==> src/rtl/core/cpd_pkg.sv <==
// Package for the charger presence debounce block.
// Holds connect source codes, register indexes and reset values; no dependencies.
package cpd_pkg;

	localparam int CNT_W = 8;
	localparam int CFG_W = 8;
	localparam int IDX_W = 2;

	localparam logic [1:0] SRC_NONE  = 2'd0;
	localparam logic [1:0] SRC_USB   = 2'd1;
	localparam logic [1:0] SRC_STAND = 2'd2;

	localparam logic [IDX_W-1:0] REG_USB_CONFIRM   = 2'd0;
	localparam logic [IDX_W-1:0] REG_STAND_CONFIRM = 2'd1;
	localparam logic [IDX_W-1:0] REG_STAND_REMOVE  = 2'd2;
	localparam logic [IDX_W-1:0] REG_TEST_DISABLE  = 2'd3;

	localparam logic [CNT_W-1:0] USB_CONFIRM_RST   = 8'd2;
	localparam logic [CNT_W-1:0] STAND_CONFIRM_RST = 8'd2;
	localparam logic [CNT_W-1:0] STAND_REMOVE_RST  = 8'd40;
	localparam logic [CNT_W-1:0] CNT_MAX           = 8'd255;

endpackage

==> src/rtl/core/charger_presence_debounce.sv <==
// Top level of the charger presence debounce block: input register, debounce
// and source select logic, result register. Depends on cpd_pkg.
//
// Usage:
//   Input channel (in_valid / in_stall) carries one sample word per tick: the
//   USB and wireless stand detect levels. Output channel (out_valid /
//   out_stall) returns one result word per sample: debounced statuses,
//   connect source, reported source and event pulses.
//   Data path: a word accepted is registered in the input stage, passed
//   through the debounce update and registered in the result register,
//   which presents it on the output.
//   Throughput: one word per cycle while out_stall is low, set by the
//   debounce update of the channel counters between the two registers.
//   When the receiver stalls, the result register holds; the input stage
//   holds its word and in_stall rises once both are occupied.
//   Reset clears the statuses, counters and connect source, loads the
//   register defaults (confirm counts 2, removal count 40, test mode off)
//   and empties both stages. No result is produced by reset.
//   Configuration writes (cfg_we, cfg_index, cfg_data) take effect at once
//   and are expected only while the block is idle.
module charger_presence_debounce (
	input  logic                       clk,
	input  logic                       arst_n,
	input  logic                       cfg_we,
	input  logic [cpd_pkg::IDX_W-1:0]  cfg_index,
	input  logic [cpd_pkg::CFG_W-1:0]  cfg_data,
	input  logic                       in_valid,
	output logic                       in_stall,
	input  logic                       usb_sense,
	input  logic                       stand_detect,
	output logic                       out_valid,
	input  logic                       out_stall,
	output logic                       usb_attached,
	output logic                       stand_present,
	output logic [1:0]                 connect_source,
	output logic [1:0]                 reported_source,
	output logic                       source_changed,
	output logic                       stop_charging,
	output logic                       wireless_start,
	output logic                       wireless_stop,
	output logic                       usb_path_off,
	output logic                       usb_busy,
	output logic                       stand_busy
);

	logic [cpd_pkg::CNT_W-1:0] usb_confirm_q, stand_confirm_q, stand_remove_q;
	logic                      test_disable_q;

	logic                      usb_status_q, stand_status_q;
	logic [cpd_pkg::CNT_W-1:0] usb_cnt_q, stand_cnt_q;
	logic [1:0]                source_q;

	logic valid_s1, usb_s1, stand_s1;
	logic advance;

	logic                      usb_mis, stand_mis, usb_flip, stand_flip, remove_sel;
	logic [cpd_pkg::CNT_W-1:0] usb_inc, stand_inc, stand_target;
	logic [cpd_pkg::CNT_W-1:0] usb_cnt_d, stand_cnt_d;
	logic                      usb_status_d, stand_status_d, changed;
	logic [1:0]                source_d;
	logic                      w_start_d, w_stop_d;

	logic                      out_valid_q;
	logic                      usb_attached_q, stand_present_q, changed_q, stop_q;
	logic [1:0]                source_out_q, reported_q;
	logic                      w_start_q, w_stop_q, path_off_q, usb_busy_q, stand_busy_q;

	assign advance  = valid_s1 && (!out_valid_q || !out_stall);
	assign in_stall = valid_s1 && !advance;

	// config registers
	always_ff @(posedge clk or negedge arst_n) begin
		if (!arst_n) begin
			usb_confirm_q   <= cpd_pkg::USB_CONFIRM_RST;
			stand_confirm_q <= cpd_pkg::STAND_CONFIRM_RST;
			stand_remove_q  <= cpd_pkg::STAND_REMOVE_RST;
			test_disable_q  <= 1'b0;
		end else if (cfg_we) begin
			case (cfg_index)
				cpd_pkg::REG_USB_CONFIRM:   usb_confirm_q   <= cfg_data;
				cpd_pkg::REG_STAND_CONFIRM: stand_confirm_q <= cfg_data;
				cpd_pkg::REG_STAND_REMOVE:  stand_remove_q  <= cfg_data;
				cpd_pkg::REG_TEST_DISABLE:  test_disable_q  <= cfg_data[0];
				default: ;
			endcase
		end
	end

	// input stage
	always_ff @(posedge clk or negedge arst_n) begin
		if (!arst_n) begin
			valid_s1 <= 1'b0;
		end else if (!in_stall) begin
			valid_s1 <= in_valid;
		end
	end

	always_ff @(posedge clk) begin
		if (in_valid && !in_stall) begin
			usb_s1   <= usb_sense;
			stand_s1 <= stand_detect;
		end
	end

	// debounce update
	always_comb begin
		usb_mis   = usb_s1 != usb_status_q;
		usb_inc   = (usb_cnt_q == cpd_pkg::CNT_MAX) ? usb_cnt_q
			: usb_cnt_q + cpd_pkg::CNT_W'(1);
		usb_flip  = usb_mis && (usb_inc >= usb_confirm_q);
		usb_cnt_d = (usb_mis && !usb_flip) ? usb_inc : '0;
		usb_status_d = usb_flip ? usb_s1 : usb_status_q;

		stand_mis    = stand_s1 != stand_status_q;
		stand_inc    = (stand_cnt_q == cpd_pkg::CNT_MAX) ? stand_cnt_q
			: stand_cnt_q + cpd_pkg::CNT_W'(1);
		remove_sel   = (source_q == cpd_pkg::SRC_STAND) && !stand_s1;
		stand_target = remove_sel ? stand_remove_q : stand_confirm_q;
		stand_flip   = stand_mis && (stand_inc >= stand_target);
		stand_cnt_d  = (stand_mis && !stand_flip) ? stand_inc : '0;
		stand_status_d = stand_flip ? stand_s1 : stand_status_q;

		changed = usb_flip || stand_flip;
		if (!changed)
			source_d = source_q;
		else if (usb_status_d)
			source_d = cpd_pkg::SRC_USB;
		else if (stand_status_d)
			source_d = cpd_pkg::SRC_STAND;
		else
			source_d = cpd_pkg::SRC_NONE;

		w_start_d = (!stand_mis && stand_s1 && (source_q == cpd_pkg::SRC_STAND))
			|| (changed && (source_d == cpd_pkg::SRC_STAND));
		w_stop_d  = (stand_mis && remove_sel)
			|| (changed && (source_d == cpd_pkg::SRC_USB));
	end

	always_ff @(posedge clk or negedge arst_n) begin
		if (!arst_n) begin
			usb_status_q   <= 1'b0;
			stand_status_q <= 1'b0;
			usb_cnt_q      <= '0;
			stand_cnt_q    <= '0;
			source_q       <= cpd_pkg::SRC_NONE;
		end else if (advance) begin
			usb_status_q   <= usb_status_d;
			stand_status_q <= stand_status_d;
			usb_cnt_q      <= usb_cnt_d;
			stand_cnt_q    <= stand_cnt_d;
			source_q       <= source_d;
		end
	end

	// result register
	always_ff @(posedge clk or negedge arst_n) begin
		if (!arst_n) begin
			out_valid_q <= 1'b0;
		end else if (!out_valid_q || !out_stall) begin
			out_valid_q <= valid_s1;
		end
	end

	always_ff @(posedge clk) begin
		if (advance) begin
			usb_attached_q  <= usb_status_d;
			stand_present_q <= stand_status_d;
			source_out_q    <= source_d;
			reported_q      <= test_disable_q ? cpd_pkg::SRC_NONE : source_d;
			changed_q       <= changed;
			stop_q          <= changed && (source_d == cpd_pkg::SRC_NONE);
			w_start_q       <= w_start_d;
			w_stop_q        <= w_stop_d;
			path_off_q      <= usb_flip && !usb_s1;
			usb_busy_q      <= usb_cnt_d != '0;
			stand_busy_q    <= stand_cnt_d != '0;
		end
	end

	assign out_valid       = out_valid_q;
	assign usb_attached    = usb_attached_q;
	assign stand_present   = stand_present_q;
	assign connect_source  = source_out_q;
	assign reported_source = reported_q;
	assign source_changed  = changed_q;
	assign stop_charging   = stop_q;
	assign wireless_start  = w_start_q;
	assign wireless_stop   = w_stop_q;
	assign usb_path_off    = path_off_q;
	assign usb_busy        = usb_busy_q;
	assign stand_busy      = stand_busy_q;

	// source follows the statuses on every valid result, USB first
	a_source_priority: assert property (@(posedge clk) disable iff (!arst_n)
		out_valid |-> connect_source == (usb_attached ? cpd_pkg::SRC_USB :
			(stand_present ? cpd_pkg::SRC_STAND : cpd_pkg::SRC_NONE)))
		else $error("connect source disagrees with statuses");

	a_stop_none: assert property (@(posedge clk) disable iff (!arst_n)
		(out_valid && stop_charging) |-> (source_changed && connect_source == cpd_pkg::SRC_NONE))
		else $error("stop charging without loss of source");

	a_path_off: assert property (@(posedge clk) disable iff (!arst_n)
		(out_valid && usb_path_off) |-> (source_changed && !usb_attached))
		else $error("usb path off while usb still present");

	a_state_hold: assert property (@(posedge clk) disable iff (!arst_n)
		!advance |=> $stable(source_q) && $stable(usb_cnt_q) && $stable(stand_cnt_q))
		else $error("debounce state moved without a word");

	a_stall_full: assert property (@(posedge clk) disable iff (!arst_n)
		in_stall |-> (valid_s1 && out_valid_q && out_stall))
		else $error("input stalled with room in the pipeline");

endmodule
==> config.mk <==
export PLATFORM = sky130hd
export DESIGN_NAME = charger_presence_debounce
export DESIGN_NICKNAME = d
export VERILOG_FILES = /design/src/rtl/core/cpd_pkg.sv /design/src/rtl/core/charger_presence_debounce.sv
export SDC_FILE = /design/constraint.sdc
export NUM_CORES = 1
export LEC_CHECK = 0
export BUFFER_PORTS_ARGS = -buffer_cell sky130_fd_sc_hd__buf_2
export CAP_MARGIN = 20
export CORE_MARGIN = 2
export CORE_UTILIZATION = 30
export DETAILED_ROUTE_END_ITERATION = 8
export HOLD_SLACK_MARGIN = 0.1
export PLACE_DENSITY_LB_ADDON = 0.1
export SLEW_MARGIN = 40
export SYNTH_ARGS = -nofsm -noshare
export SYNTH_HDL_FRONTEND = slang
export SYNTH_SLANG_ARGS = --single-unit
==> constraint.sdc <==
create_clock -name clk -period 4.45 [get_ports clk]
set_input_delay 0.89 -clock clk [delete_from_list [all_inputs] [get_ports clk]]
set_output_delay 0.89 -clock clk [all_outputs]
set_load 0.05 [all_outputs]
# ---- Yosys cells after proc, flatten, opt, wreduce, memory -nomap -nowiden
# Index checks and enable logic that the tools add are counted.
dict set report word_totals {
  input_bits 17
  regBits 62
  output_inout_bits 15
  elab_cells 84
}
dict set report op_classes {
  mux 10
  eq_ne 10
  addsub 2
  n_reduce_logical 36
  n_lt_le_gt_ge 2
}
# operator count
set op_table {}
lappend op_table {{$mux W8} 5}
lappend op_table {{$add A8 B1 Y8 const B} 2}
lappend op_table {{$eq A8 B8 Y1 const B} 2}
lappend op_table {{$ge A8 B8 Y1} 2}
lappend op_table {{$reduce_bool A8 Y1} 2}
lappend op_table {{$logic_and A1 B1 Y1} 15}
lappend op_table {{$logic_not A1 Y1} 9}
lappend op_table {{$eq A2 B2 Y1 const B} 4}
lappend op_table {{$reduce_and A2 Y1} 4}
lappend op_table {{$mux W2} 3}
lappend op_table {{$eq A2 B1 Y1 const B} 2}
lappend op_table {{$logic_not A2 Y1} 2}
lappend op_table {{$logic_or A1 B1 Y1} 4}
lappend op_table {{$mux W1} 2}
lappend op_table {{$ne A1 B1 Y1} 2}

# ---- Depth between registers and ports, before layout
# Gate-level depths: netlist of run 1.
dict set report logic_depth {
  ltp_word 12
  depth_mapped 15
  depth_no_buf 14
}

# ---- Least setup slack after synthesis of run 1
# OpenSTA, ideal clock, no wires.
dict set report synth_path {
  path_type {register to register}
  start {register stand_cnt_q[0] in the netlist's numbering}
  end {register source_out_q[1] (netlist: connect_source[1]) (data pin)}
  setup_time_ns 0.273
  stages_incl_launch_ff 11
  path_buffers 1
  period_less_slack_ns 3.282
  t_arrival_ns 3.009
  t_required_ns 4.177
  setup_slack_ns 1.168
  path_cell_list {dfrtp_1 ha_1 and3_1 clkbuf_1 nand3_1 mux2_2 ha_1 a2111o_1 a31oi_2 mux2i_1 o21ai_0}
}
dict set report synth_via {
  elab_chain_cells 8
  word_cells_on_any_way 10
  cone_classes {add/sub (1); order compare (1); eq/ne (1); mux (5); reduce/logical (2)}
}
# item line
set synth_lines {}
lappend synth_lines {{from (decl)} charger_presence_debounce.sv:50} ;# logic [cpd_pkg::CNT_W-1:0] usb_cnt_q, stand_cnt_q;
lappend synth_lines {{from (signal assigned)} charger_presence_debounce.sv:150} ;# stand_cnt_q <= stand_cnt_d;
lappend synth_lines {{$add A8 B1 Y8 / $eq A8 B8 Y1 (equally long branches)} {charger_presence_debounce.sv:116, charger_presence_debounce.sv:115}}
lappend synth_lines {{$mux W8 (*)} charger_presence_debounce.sv:115} ;# stand_inc = (stand_cnt_q == cpd_pkg::CNT_MAX) ? stand_cnt_q
lappend synth_lines {{$ge A8 B8 Y1 (*)} charger_presence_debounce.sv:119} ;# stand_flip = stand_mis && (stand_inc >= stand_target);
lappend synth_lines {{$logic_and A1 B1 Y1 (*)} charger_presence_debounce.sv:119}
lappend synth_lines {{$mux W1} charger_presence_debounce.sv:121} ;# stand_status_d = stand_flip ? stand_s1 : stand_status_q;
lappend synth_lines {{$mux W2} charger_presence_debounce.sv:128} ;# else if (stand_status_d)
lappend synth_lines {{$mux W2} charger_presence_debounce.sv:126} ;# else if (usb_status_d)
lappend synth_lines {{$mux W2 (*)} charger_presence_debounce.sv:124} ;# if (!changed)
lappend synth_lines {{named net source_d[1]} charger_presence_debounce.sv:60} ;# logic [1:0] source_d;
lappend synth_lines {{to (signal assigned)} charger_presence_debounce.sv:168} ;# source_out_q <= source_d;
lappend synth_lines {{to (decl)} charger_presence_debounce.sv:65} ;# logic [1:0] source_out_q, reported_q;
# The timed path passes the listed nets; every way through them passes the cells marked *.
# A chain may end at the register's enable or synchronous reset.

# ---- Worst setup path in the final report of run 1
# Ends and elaborated chain as after synthesis.

==> results of run 1 <==
[worst max path at each step]
| stage | to | cells after the start |
|---|---|---|
| finish | connect_source[1] | 10 |
| CTS | wireless_start | 10 |
| global placement | connect_source[1] | 10 |
| floorplan | connect_source[1] | 10 |
| detailed placement | wireless_start | 10 |
| global route | connect_source[1] | 10 |
[registers in the layout, indices dropped and copies added, names as in the netlist, 2 cells and up]
signal,cells
connect_source,2
usb_cnt_q,8
source_q,2
stand_confirm_q,8
usb_confirm_q,8
reported_source,2
stand_remove_q,8
stand_cnt_q,8
[Yosys cell counts (2+ instances only)]
cell,count,share of area
dfrtp_1,43,0.31
mux2_2,21,0.069
ha_1,19,0.069
inv_1,20,0.022
a21o_1,2,0.0044
and3_1,6,0.011
nor2_1,7,0.0077
buf_2,2,0.0029
and2_1,5,0.0091
o21a_1,4,0.0088
nor2b_1,3,0.0055
mux2i_1,8,0.023
nand3b_1,6,0.013
xor2_1,2,0.0051
nand2b_1,4,0.0073
a41oi_1,2,0.0051
o31ai_1,9,0.020
xnor2_1,4,0.010
nand2_1,36,0.039
dfstp_2,4,0.031
edfxtp_1,15,0.13
nor4_1,2,0.0037
nand2b_4,2,0.0080
a21oi_1,13,0.019
o21ai_0,30,0.044
clkbuf_1,6,0.0066
nand4_1,2,0.0037
a31oi_1,4,0.0073
nand3_1,9,0.013
nor3b_1,3,0.0066
[worst register-to-register path, stage by stage (launching register included)]
cell      delay (ps)
dfrtp_1          450
ha_1             260
and3_1           260
nand3_1          280
xnor2_1          220
ha_1             300
nand2b_4         130
a2111o_1         460
a31oi_2          330
mux2i_1          500
o21ai_0          170
[through the flow]
| stage | utilization | instances |
|---|---|---|
| detailed placement | 0.332 | 484 |
| global route | 0.357 | 500 |
| global placement | 0.332 | 484 |
| floorplan | - | 316 |
| finish | 0.357 | 500 |
| CTS | 0.357 | 500 |
[power by group through the flow]
stage          Clock (mW)  Sequential, mW  Combinational (mW)
3_3_place_gp            0           0.805               0.697
3_5_place_dp            0           0.806               0.702
4_1_cts             0.686           0.795               0.707
2_1_floorplan           0           0.874               0.470
6_report            0.657           0.795               0.695
5_1_grt             0.703           0.812               0.775
[area by class of cell]
cell class / count / area [sq um] / share of cell area
Sequential cell: 62 / 1630 / 0.405
Tap cell: 143 / 179 / 0.0445
Multi-Input combinational cell: 222 / 1660 / 0.413
Inverter: 22 / 82.6 / 0.0205
Clock buffer: 10 / 239 / 0.0594
Clock inverter: 6 / 43.8 / 0.0109
Timing Repair Buffer: 35 / 185 / 0.0460
[logic make-up after synthesis]
kind of cell / Yosys count / share of synthesized area
AOI/OAI and AO/OA: 75 / 0.156
xor gates and xnor gates: 6 / 0.0153
adders and majority gates: 19 / 0.0694
buffers and inverters: 32 / 0.0380
DFF: 62 / 0.476
muxes: 30 / 0.0990
and+or+nand+nor: 92 / 0.145
[per-layer routing]
layer | vias up | share of wire | GRT usage
met5 | - | 0 | 0
met4 | 0 | 0.017 | 0.0550
met3 | 12 | 0.048 | 0.0279
met2 | 49 | 0.43 | 0.196
met1 | 1163 | 0.50 | 0.184
li1 | 1222 | - | -
==> impl_metrics.tcl, run 1 <==
set metrics [dict create \
    status "complete, no violations" \
    hp-class "reg2reg" \
    viasPerCell 4.89 \
    cts_tree "yes" \
    die_h_microns 111 \
    holdBufCountCts 0 \
    area_delta_synth_final_pct 17.5 \
    synth_flop_cell "dfrtp_1" \
    slowest_delay_ps 490 \
    cp.required_ps 4500 \
    path_cells "ha_1, and3_1, nand3_1, xnor2_1, ha_1, nand2b_4, a2111o_1, a31oi_2, mux2i_1, o21ai_0" \
    synthesis.area_sq_mm 0.00342 \
    power.switching_mw 0.754 \
    p_int_mw 1.39 \
    setup_violations 0 \
    core-area_sq_mm 0.0113 \
    relSlewSlack 0.492 \
    num_rows 39 \
    holdPathEnd "out_valid" \
    drcViolationCount 0 \
    critPathLaunchType "register" \
    drt-total-wl_microns 7540 \
    cap_violations 0 \
    grt_max_degree 48 \
    pre_cts_slack_ps 782 \
    tns_ps 0 \
    finalCritPeriodShare 0.816 \
    num_vias 2446 \
    worst-path-buf-inv 0 \
    synth_seq_cells 62 \
    synth.lib_cells_used.distinct 53 \
    clkPwrFrac 0.306 \
    layout_common_cells "43 x dfrtp_1, 36 x nand2_1, 31 x buf_2, 30 x o21ai_0, 21 x mux2_2" \
    power.density_mw_per_mm2 534 \
    p_sw_frac 0.351 \
    design_area_sq_mm 0.00402 \
    place_hpwl_microns 5310 \
    fin_skew_ps 8.73 \
    leakage_nw 1.80 \
    arrival_ps 3690 \
    antenna_found_initial 0 \
    critPathLaunch "stand_cnt_q[0]" \
    cts_buffer_depth 2 \
    rr_endpoint "connect_source[1]" \
    placed_area_sq_mm 0.00374 \
    layout_commonest_cell "dfrtp_1" \
    cp_max_fo 8 \
    drv_slew 0 \
    dr.first_iter.drc_count 89 \
    cts-root-buf "clkbuf_16" \
    clock.fmax_mhz 275 \
    finalCriticalPeriod_ps 3630 \
    syn_nets 352 \
    vdd_drop_max_v 0.000196 \
    worst_pin_slew_ps 758 \
    initial_core_util 0.304 \
    path_clk_slew_ps 50 \
    critPathCaptureType "register" \
    total_power_mw 2.15 \
    hp-start "valid_s1" \
    setup_slack_ps 817 \
    cts_buffers 9 \
    die_w_microns 111 \
    synth_edf_count 15 \
    layout.filler_cells 1147 \
    io_pins 32 \
    cts_resized 0 \
    rr_startpoint "stand_cnt_q[0]" \
    crit_type "reg2reg" \
    synth_warnings 0 \
    clk_latency_ps 330 \
    gp_congestion 0.745 \
    first_pass_iters 4 \
    grt_pass1_wl_microns 12900 \
    finalHoldViolations 0 \
    diodes 0 \
    r2r_slack_ps 820 \
    htreeDepth 3 \
    synthArstFlopShare 0.758 \
    pwr-share-seq 0.370 \
    cts.sinks 62 \
    ant_nets 0 \
    path_delay_family "compound AO/OA/AOI/OAI gates" \
    dieArea_sq_mm 0.0123 \
    wire_per_inst_microns 15.1 \
    nNetsFinal 388 \
    postCtsSetupRepairBufs 0 \
    hold_depth 1 \
    grt_usage 0.131 \
    comb_power_share 0.324 \
    port_buffers 31 \
    worst_path_max_delay_cell "mux2i_1" \
    ys_seq_area_frac 0.476 \
    syn_avg_cell_area_sq_um 10.8 \
    gr-total-overflow 0 \
    grt_pass1_vias 2505 \
    syn_inst 316 \
    rsz0062_at_grt "no" \
    whs_ps 499 \
    cp_common_cell "ha_1" \
    drive_above_1_share 0.258 \
    reg2reg_depth 10 \
]
Note: power is estimated with default switching activity, not from simulation.
==> run 2, diff against run 1 <==
==> constraint.sdc (replaced) <==
create_clock -name clk -period 3.05 [get_ports clk]
set_input_delay 0.61 -clock clk [delete_from_list [all_inputs] [get_ports clk]]
set_output_delay 0.61 -clock clk [all_outputs]
set_load 0.05 [all_outputs]
==> impl_metrics.tcl, run 2 (same netlist as run 1, synthesis figures left out) <==
set metrics [dict create \
    die_w_microns 111 \
    io_pins 32 \
    cts_tree "yes" \
    worst_pin_slew_ps 506 \
    hp-class "in2async" \
    cts_buffers 9 \
    diodes 0 \
    gp_congestion 0.838 \
    clk_latency_ps 340 \
    drcViolationCount 0 \
    drive_above_1_share 0.441 \
    leakage_nw 2.15 \
    antenna_found_initial 0 \
    crit_type "reg2reg" \
    slowest_delay_ps 380 \
    gr-total-overflow 0 \
    path_delay_family "compound AO/OA/AOI/OAI gates" \
    layout_commonest_cell "buf_4" \
    dp_cells 521 \
    tns_ps -357 \
    violations "setup timing" \
    critPathLaunchType "register" \
    ant_nets 0 \
    fin_cells 560 \
    arrival_ps 3300 \
    status "complete, but fails checks" \
    cp_max_fo 4 \
    port_buffers 31 \
    power.density_mw_per_mm2 765 \
    clock.fmax_mhz 318 \
    path_clk_slew_ps 50 \
    finalCritPeriodShare 1.03 \
    num_rows 39 \
    grt_pass1_wl_microns 13600 \
    cts_buffer_depth 2 \
    die_h_microns 111 \
    path_cells "ha_2, and4_1, and3_4, a21oi_2, nand3_2, xor2_2, inv_1, ha_4, nand4_1, o311ai_4, mux2i_4, o21ai_2, o31ai_1" \
    whs_ps 215 \
    wire_per_inst_microns 15.1 \
    cp.required_ps 3210 \
    place_hpwl_microns 5950 \
    final_util 0.425 \
    holdBufCountCts 0 \
    setup_slack_ps -94.2 \
    htreeDepth 3 \
    layout.filler_cells 1084 \
    drt-total-wl_microns 8450 \
    cts-root-buf "clkbuf_16" \
    rsz0062_at_grt "yes" \
    fin_skew_ps 8.78 \
    vdd_drop_max_v 0.000423 \
    initial_core_util 0.304 \
    relSlewSlack 0.662 \
    nNetsFinal 448 \
    critPathCaptureType "register" \
    viasPerCell 4.83 \
    num_vias 2707 \
    drv_slew 0 \
    finalCriticalPeriod_ps 3140 \
    dr.first_iter.drc_count 116 \
    worst_path_max_delay_cell "dfrtp_1" \
    dieArea_sq_mm 0.0123 \
    layout_common_cells "60 x buf_4, 43 x dfrtp_1, 33 x nand2_1, 31 x buf_2, 20 x o21ai_0" \
    core-area_sq_mm 0.0113 \
    grt_max_degree 31 \
    setup_violations 10 \
    cts.sinks 62 \
    area_delta_synth_final_pct 39.8 \
    grt_pass1_vias 2705 \
    grt_usage 0.143 \
    cap_violations 0 \
    finalHoldViolations 0 \
    first_pass_iters 5 \
    worst-path-buf-inv 1 \
]
## run 2: cell types whose count changed in the layout (fill, tap and decap cells not counted), moves of 3 or more
cell	change
o21ai_2	+4
and3_4	+3
o21ai_0	-10
and3_1	-4
buf_4	+56
buf_6	+3
o21ai_1	+5
ha_4	+6
mux2_4	+3
nand2_1	-3
ha_1	-8
mux2_2	-3
## run 2: metrics by stage
stage               cell area, sq um  worst slack (ps)  power, mW
floorplan                       3490             -17.0       2.00
CTS                             4460              -113       3.53
detailed placement              4090              -187       2.40
finish                          4790             -94.2       3.66
global route                    4790              -253       3.90
global placement                4090              -136       2.40
## run 2: repair_timing
item | in CTS | in global routing
pin swaps | 9 | 23
gates resized for setup | 4 | 39
endpoints found under the setup margin | 20 | 31
buffers inserted | 6 | 18
## run 2: layout make-up
type,count,area (sq um),share of cell area
clock buffer,13,272,0.0567
tap,143,179,0.0374
clock inverter,3,40.0,0.00837
timing repair buffer,95,659,0.138
multi-input combinational,222,1920,0.402
sequential,62,1630,0.341
inverter,22,82.6,0.0173
## run 2: power by group
| group | internal [mW] | switching, mW |
|---|---|---|
| logic | 0.702 | 0.759 |
| clock network | 0.701 | 0.360 |
| registers | 1.04 | 0.0967 |
## run 2: path summary, 6_finish.rpt
kind | depth (start not counted) | slack (ps) | start | end
worst max-delay path | 13 | -90 | usb_cnt_q[1] | reported_source[1]
max in group asynchronous | 2 | 2020 | arst_n | stand_remove_q[3]
worst min register to register | 1 | 500 | valid_s1 | out_valid
min in group clk | 1 | 460 | usb_sense | usb_s1
worst max register to register | 13 | -90 | usb_cnt_q[1] | reported_source[1]
worst min-delay path | 1 | 220 | arst_n | usb_cnt_q[4]
## run 2: layer usage
| layer | vias up | part of all wire | GRT usage |
|---|---|---|---|
| met5 | - | 0 | 0 |
| met4 | 0 | 0.015 | 0.0608 |
| met3 | 9 | 0.044 | 0.0481 |
| met2 | 51 | 0.45 | 0.213 |
| met1 | 1303 | 0.49 | 0.192 |
| li1 | 1344 | - | - |
==> run 3, diff against run 2 <==
--- a/config.mk
+++ b/config.mk
@@ -9,9 +9,11 @@
 export CAP_MARGIN = 20
 export CORE_MARGIN = 2
 export CORE_UTILIZATION = 30
+export CTS_CLUSTER_SIZE = 40
 export DETAILED_ROUTE_END_ITERATION = 8
 export HOLD_SLACK_MARGIN = 0.1
 export PLACE_DENSITY_LB_ADDON = 0.1
+export RECOVER_POWER = 100
 export SLEW_MARGIN = 40
 export SYNTH_ARGS = -nofsm -noshare
 export SYNTH_HDL_FRONTEND = slang
==> impl_metrics.tcl, run 3 (same netlist as run 1, synthesis figures left out) <==
set metrics [dict create \
    status "complete, but fails checks" \
    violations "setup timing" \
    num_rows 39 \
    die_h_microns 111 \
    placed_area_sq_mm 0.00409 \
    rr_endpoint "reported_source[1]" \
    finalCritPeriodShare 1.03 \
    slowest_delay_ps 380 \
    worst_pin_slew_ps 1190 \
    port_buffers 31 \
    layout_commonest_cell "buf_4" \
    rr_startpoint "usb_cnt_q[1]" \
    cts_tree "yes" \
    grt_pass1_wl_microns 13600 \
    cts_buffer_depth 2 \
    io_pins 32 \
    comb_power_share 0.397 \
    layout.filler_cells 1084 \
    initial_core_util 0.304 \
    worst_path_max_delay_cell "dfrtp_1" \
    power.density_mw_per_mm2 768 \
    num_vias 2703 \
    ant_nets 0 \
    critPathCaptureType "register" \
    gr-total-overflow 0 \
    rsz0062_at_grt "yes" \
    setup_violations 10 \
    clk_latency_ps 340 \
    area_delta_synth_final_pct 38.8 \
    htreeDepth 3 \
    clock.fmax_mhz 318 \
    path_cells "ha_2, and4_1, and3_4, a21oi_2, nand3_2, xor2_2, inv_1, ha_4, nand4_1, o311ai_4, mux2i_4, o21ai_2, o31ai_1" \
    fin_skew_ps 8.78 \
    arrival_ps 3310 \
    p_int_mw 2.43 \
    crit_type "reg2reg" \
    layout_common_cells "57 x buf_4, 43 x dfrtp_1, 33 x nand2_1, 21 x clkbuf_1, 20 x o21ai_0" \
    finalCriticalPeriod_ps 3150 \
    cts_buffers 9 \
    wire_per_inst_microns 15.2 \
    cts.sinks 62 \
    cp_max_fo 4 \
    power.switching_mw 1.22 \
    reg2reg_depth 13 \
    path_clk_slew_ps 50 \
    gp_congestion 0.838 \
    dr.first_iter.drc_count 104 \
    cts-root-buf "clkbuf_16" \
    setup_slack_ps -97.2 \
    r2r_slack_ps -100 \
    die_w_microns 111 \
    cp.required_ps 3210 \
    hp-class "in2async" \
    diodes 0 \
    relSlewSlack 0.208 \
    place_hpwl_microns 5950 \
    dieArea_sq_mm 0.0123 \
    drcViolationCount 0 \
    endpoint "reported_source[1]" \
    grt_usage 0.143 \
    first_pass_iters 4 \
    vdd_drop_max_v 0.000423 \
    worst-path-stages 13 \
    grt_max_degree 31 \
    design_area_sq_mm 0.00475 \
    p_sw_frac 0.334 \
    core-area_sq_mm 0.0113 \
    nNetsFinal 448 \
    antenna_found_initial 0 \
    total_power_mw 3.65 \
    drv_slew 0 \
    grt_pass1_vias 2705 \
    critPathLaunchType "register" \
    drt-total-wl_microns 8500 \
    pwr-share-seq 0.312 \
    clkPwrFrac 0.291 \
    worst-path-buf-inv 1 \
    path_delay_family "compound AO/OA/AOI/OAI gates" \
    viasPerCell 4.83 \
    critPathLaunch "usb_cnt_q[1]" \
    leakage_nw 2.09 \
    finalHoldViolations 0 \
    cap_violations 0 \
    drive_above_1_share 0.396 \
]
## run 3: cell types whose count changed in the layout (fill, tap and decap cells not counted)
cell,delta
clkbuf_1,+19
and2_1,-1
clkbuf_2,+1
buf_4,-3
buf_2,-17
and2_0,+1
## run 3: worst reg2reg max path, delay by kind of cell (launching register included)
| kind | cells | cell delay, ps |
|---|---|---|
| compound gates | 4 | 860 |
| simple gates | 4 | 640 |
| fa+ha+maj | 2 | 480 |
| flops | 1 | 380 |
| mux | 1 | 350 |
| xor+xnor | 1 | 170 |
| buf+inv | 1 | 100 |
## run 3: what timing repair did
| item | in CTS | in global routing |
|---|---|---|
| gates cloned | 0 | 0 |
| gates resized for setup | 4 | 39 |
| hold buffers | 0 | 0 |
| buffers inserted | 6 | 18 |
| setup endpoints to repair | 20 | 31 |
| pin swaps | 9 | 23 |
## run 3: worst min path at each step
stage	slack [ps]	cells past startpoint	endpoint
floorplan	310	0	out_valid
global placement	480	1	out_valid
detailed placement	480	1	out_valid
CTS	220	1	usb_cnt_q[4]
global route	450	1	stand_s1
finish	450	1	usb_cnt_q[4]
## run 3: final cells by class
cell class / count / area (sq um) / area share
clock buffers: 13 / 272 / 0.0571
clock inverters: 3 / 40.0 / 0.00842
inverters: 22 / 82.6 / 0.0174
repair buffers: 95 / 628 / 0.132
multi-input cells: 222 / 1920 / 0.404
flip-flops and latches: 62 / 1630 / 0.343
well taps: 143 / 179 / 0.0376
## run 3: metrics by stage
step | TNS [ps] | util | setup slack (ps) | instances | hold WS [ps]
floorplan | -17.0 | - | -17.0 | 316 | 314
global placement | -863 | 0.363 | -136 | 521 | 476
detailed placement | -1150 | 0.363 | -187 | 521 | 482
CTS | -465 | 0.396 | -113 | 543 | 221
global route | -2500 | 0.422 | -253 | 560 | 448
finish | -386 | 0.422 | -97.2 | 560 | 446
## run 3: power by group through the flow
stage          logic [mW]  clock network [mW]  registers, mW
3_3_place_gp         1.25                   0           1.15
6_report             1.45                1.06           1.14
4_1_cts              1.30                1.09           1.13
5_1_grt              1.59                1.13           1.16
3_5_place_dp         1.25                   0           1.15
2_1_floorplan       0.723                   0           1.28
## run 3: per-layer routing
layer | track usage | vias up | share of wire
li1 | - | 1344 | -
met1 | 0.192 | 1303 | 0.49
met2 | 0.213 | 47 | 0.45
met3 | 0.0481 | 9 | 0.043
met4 | 0.0608 | 0 | 0.015
met5 | 0 | - | 0
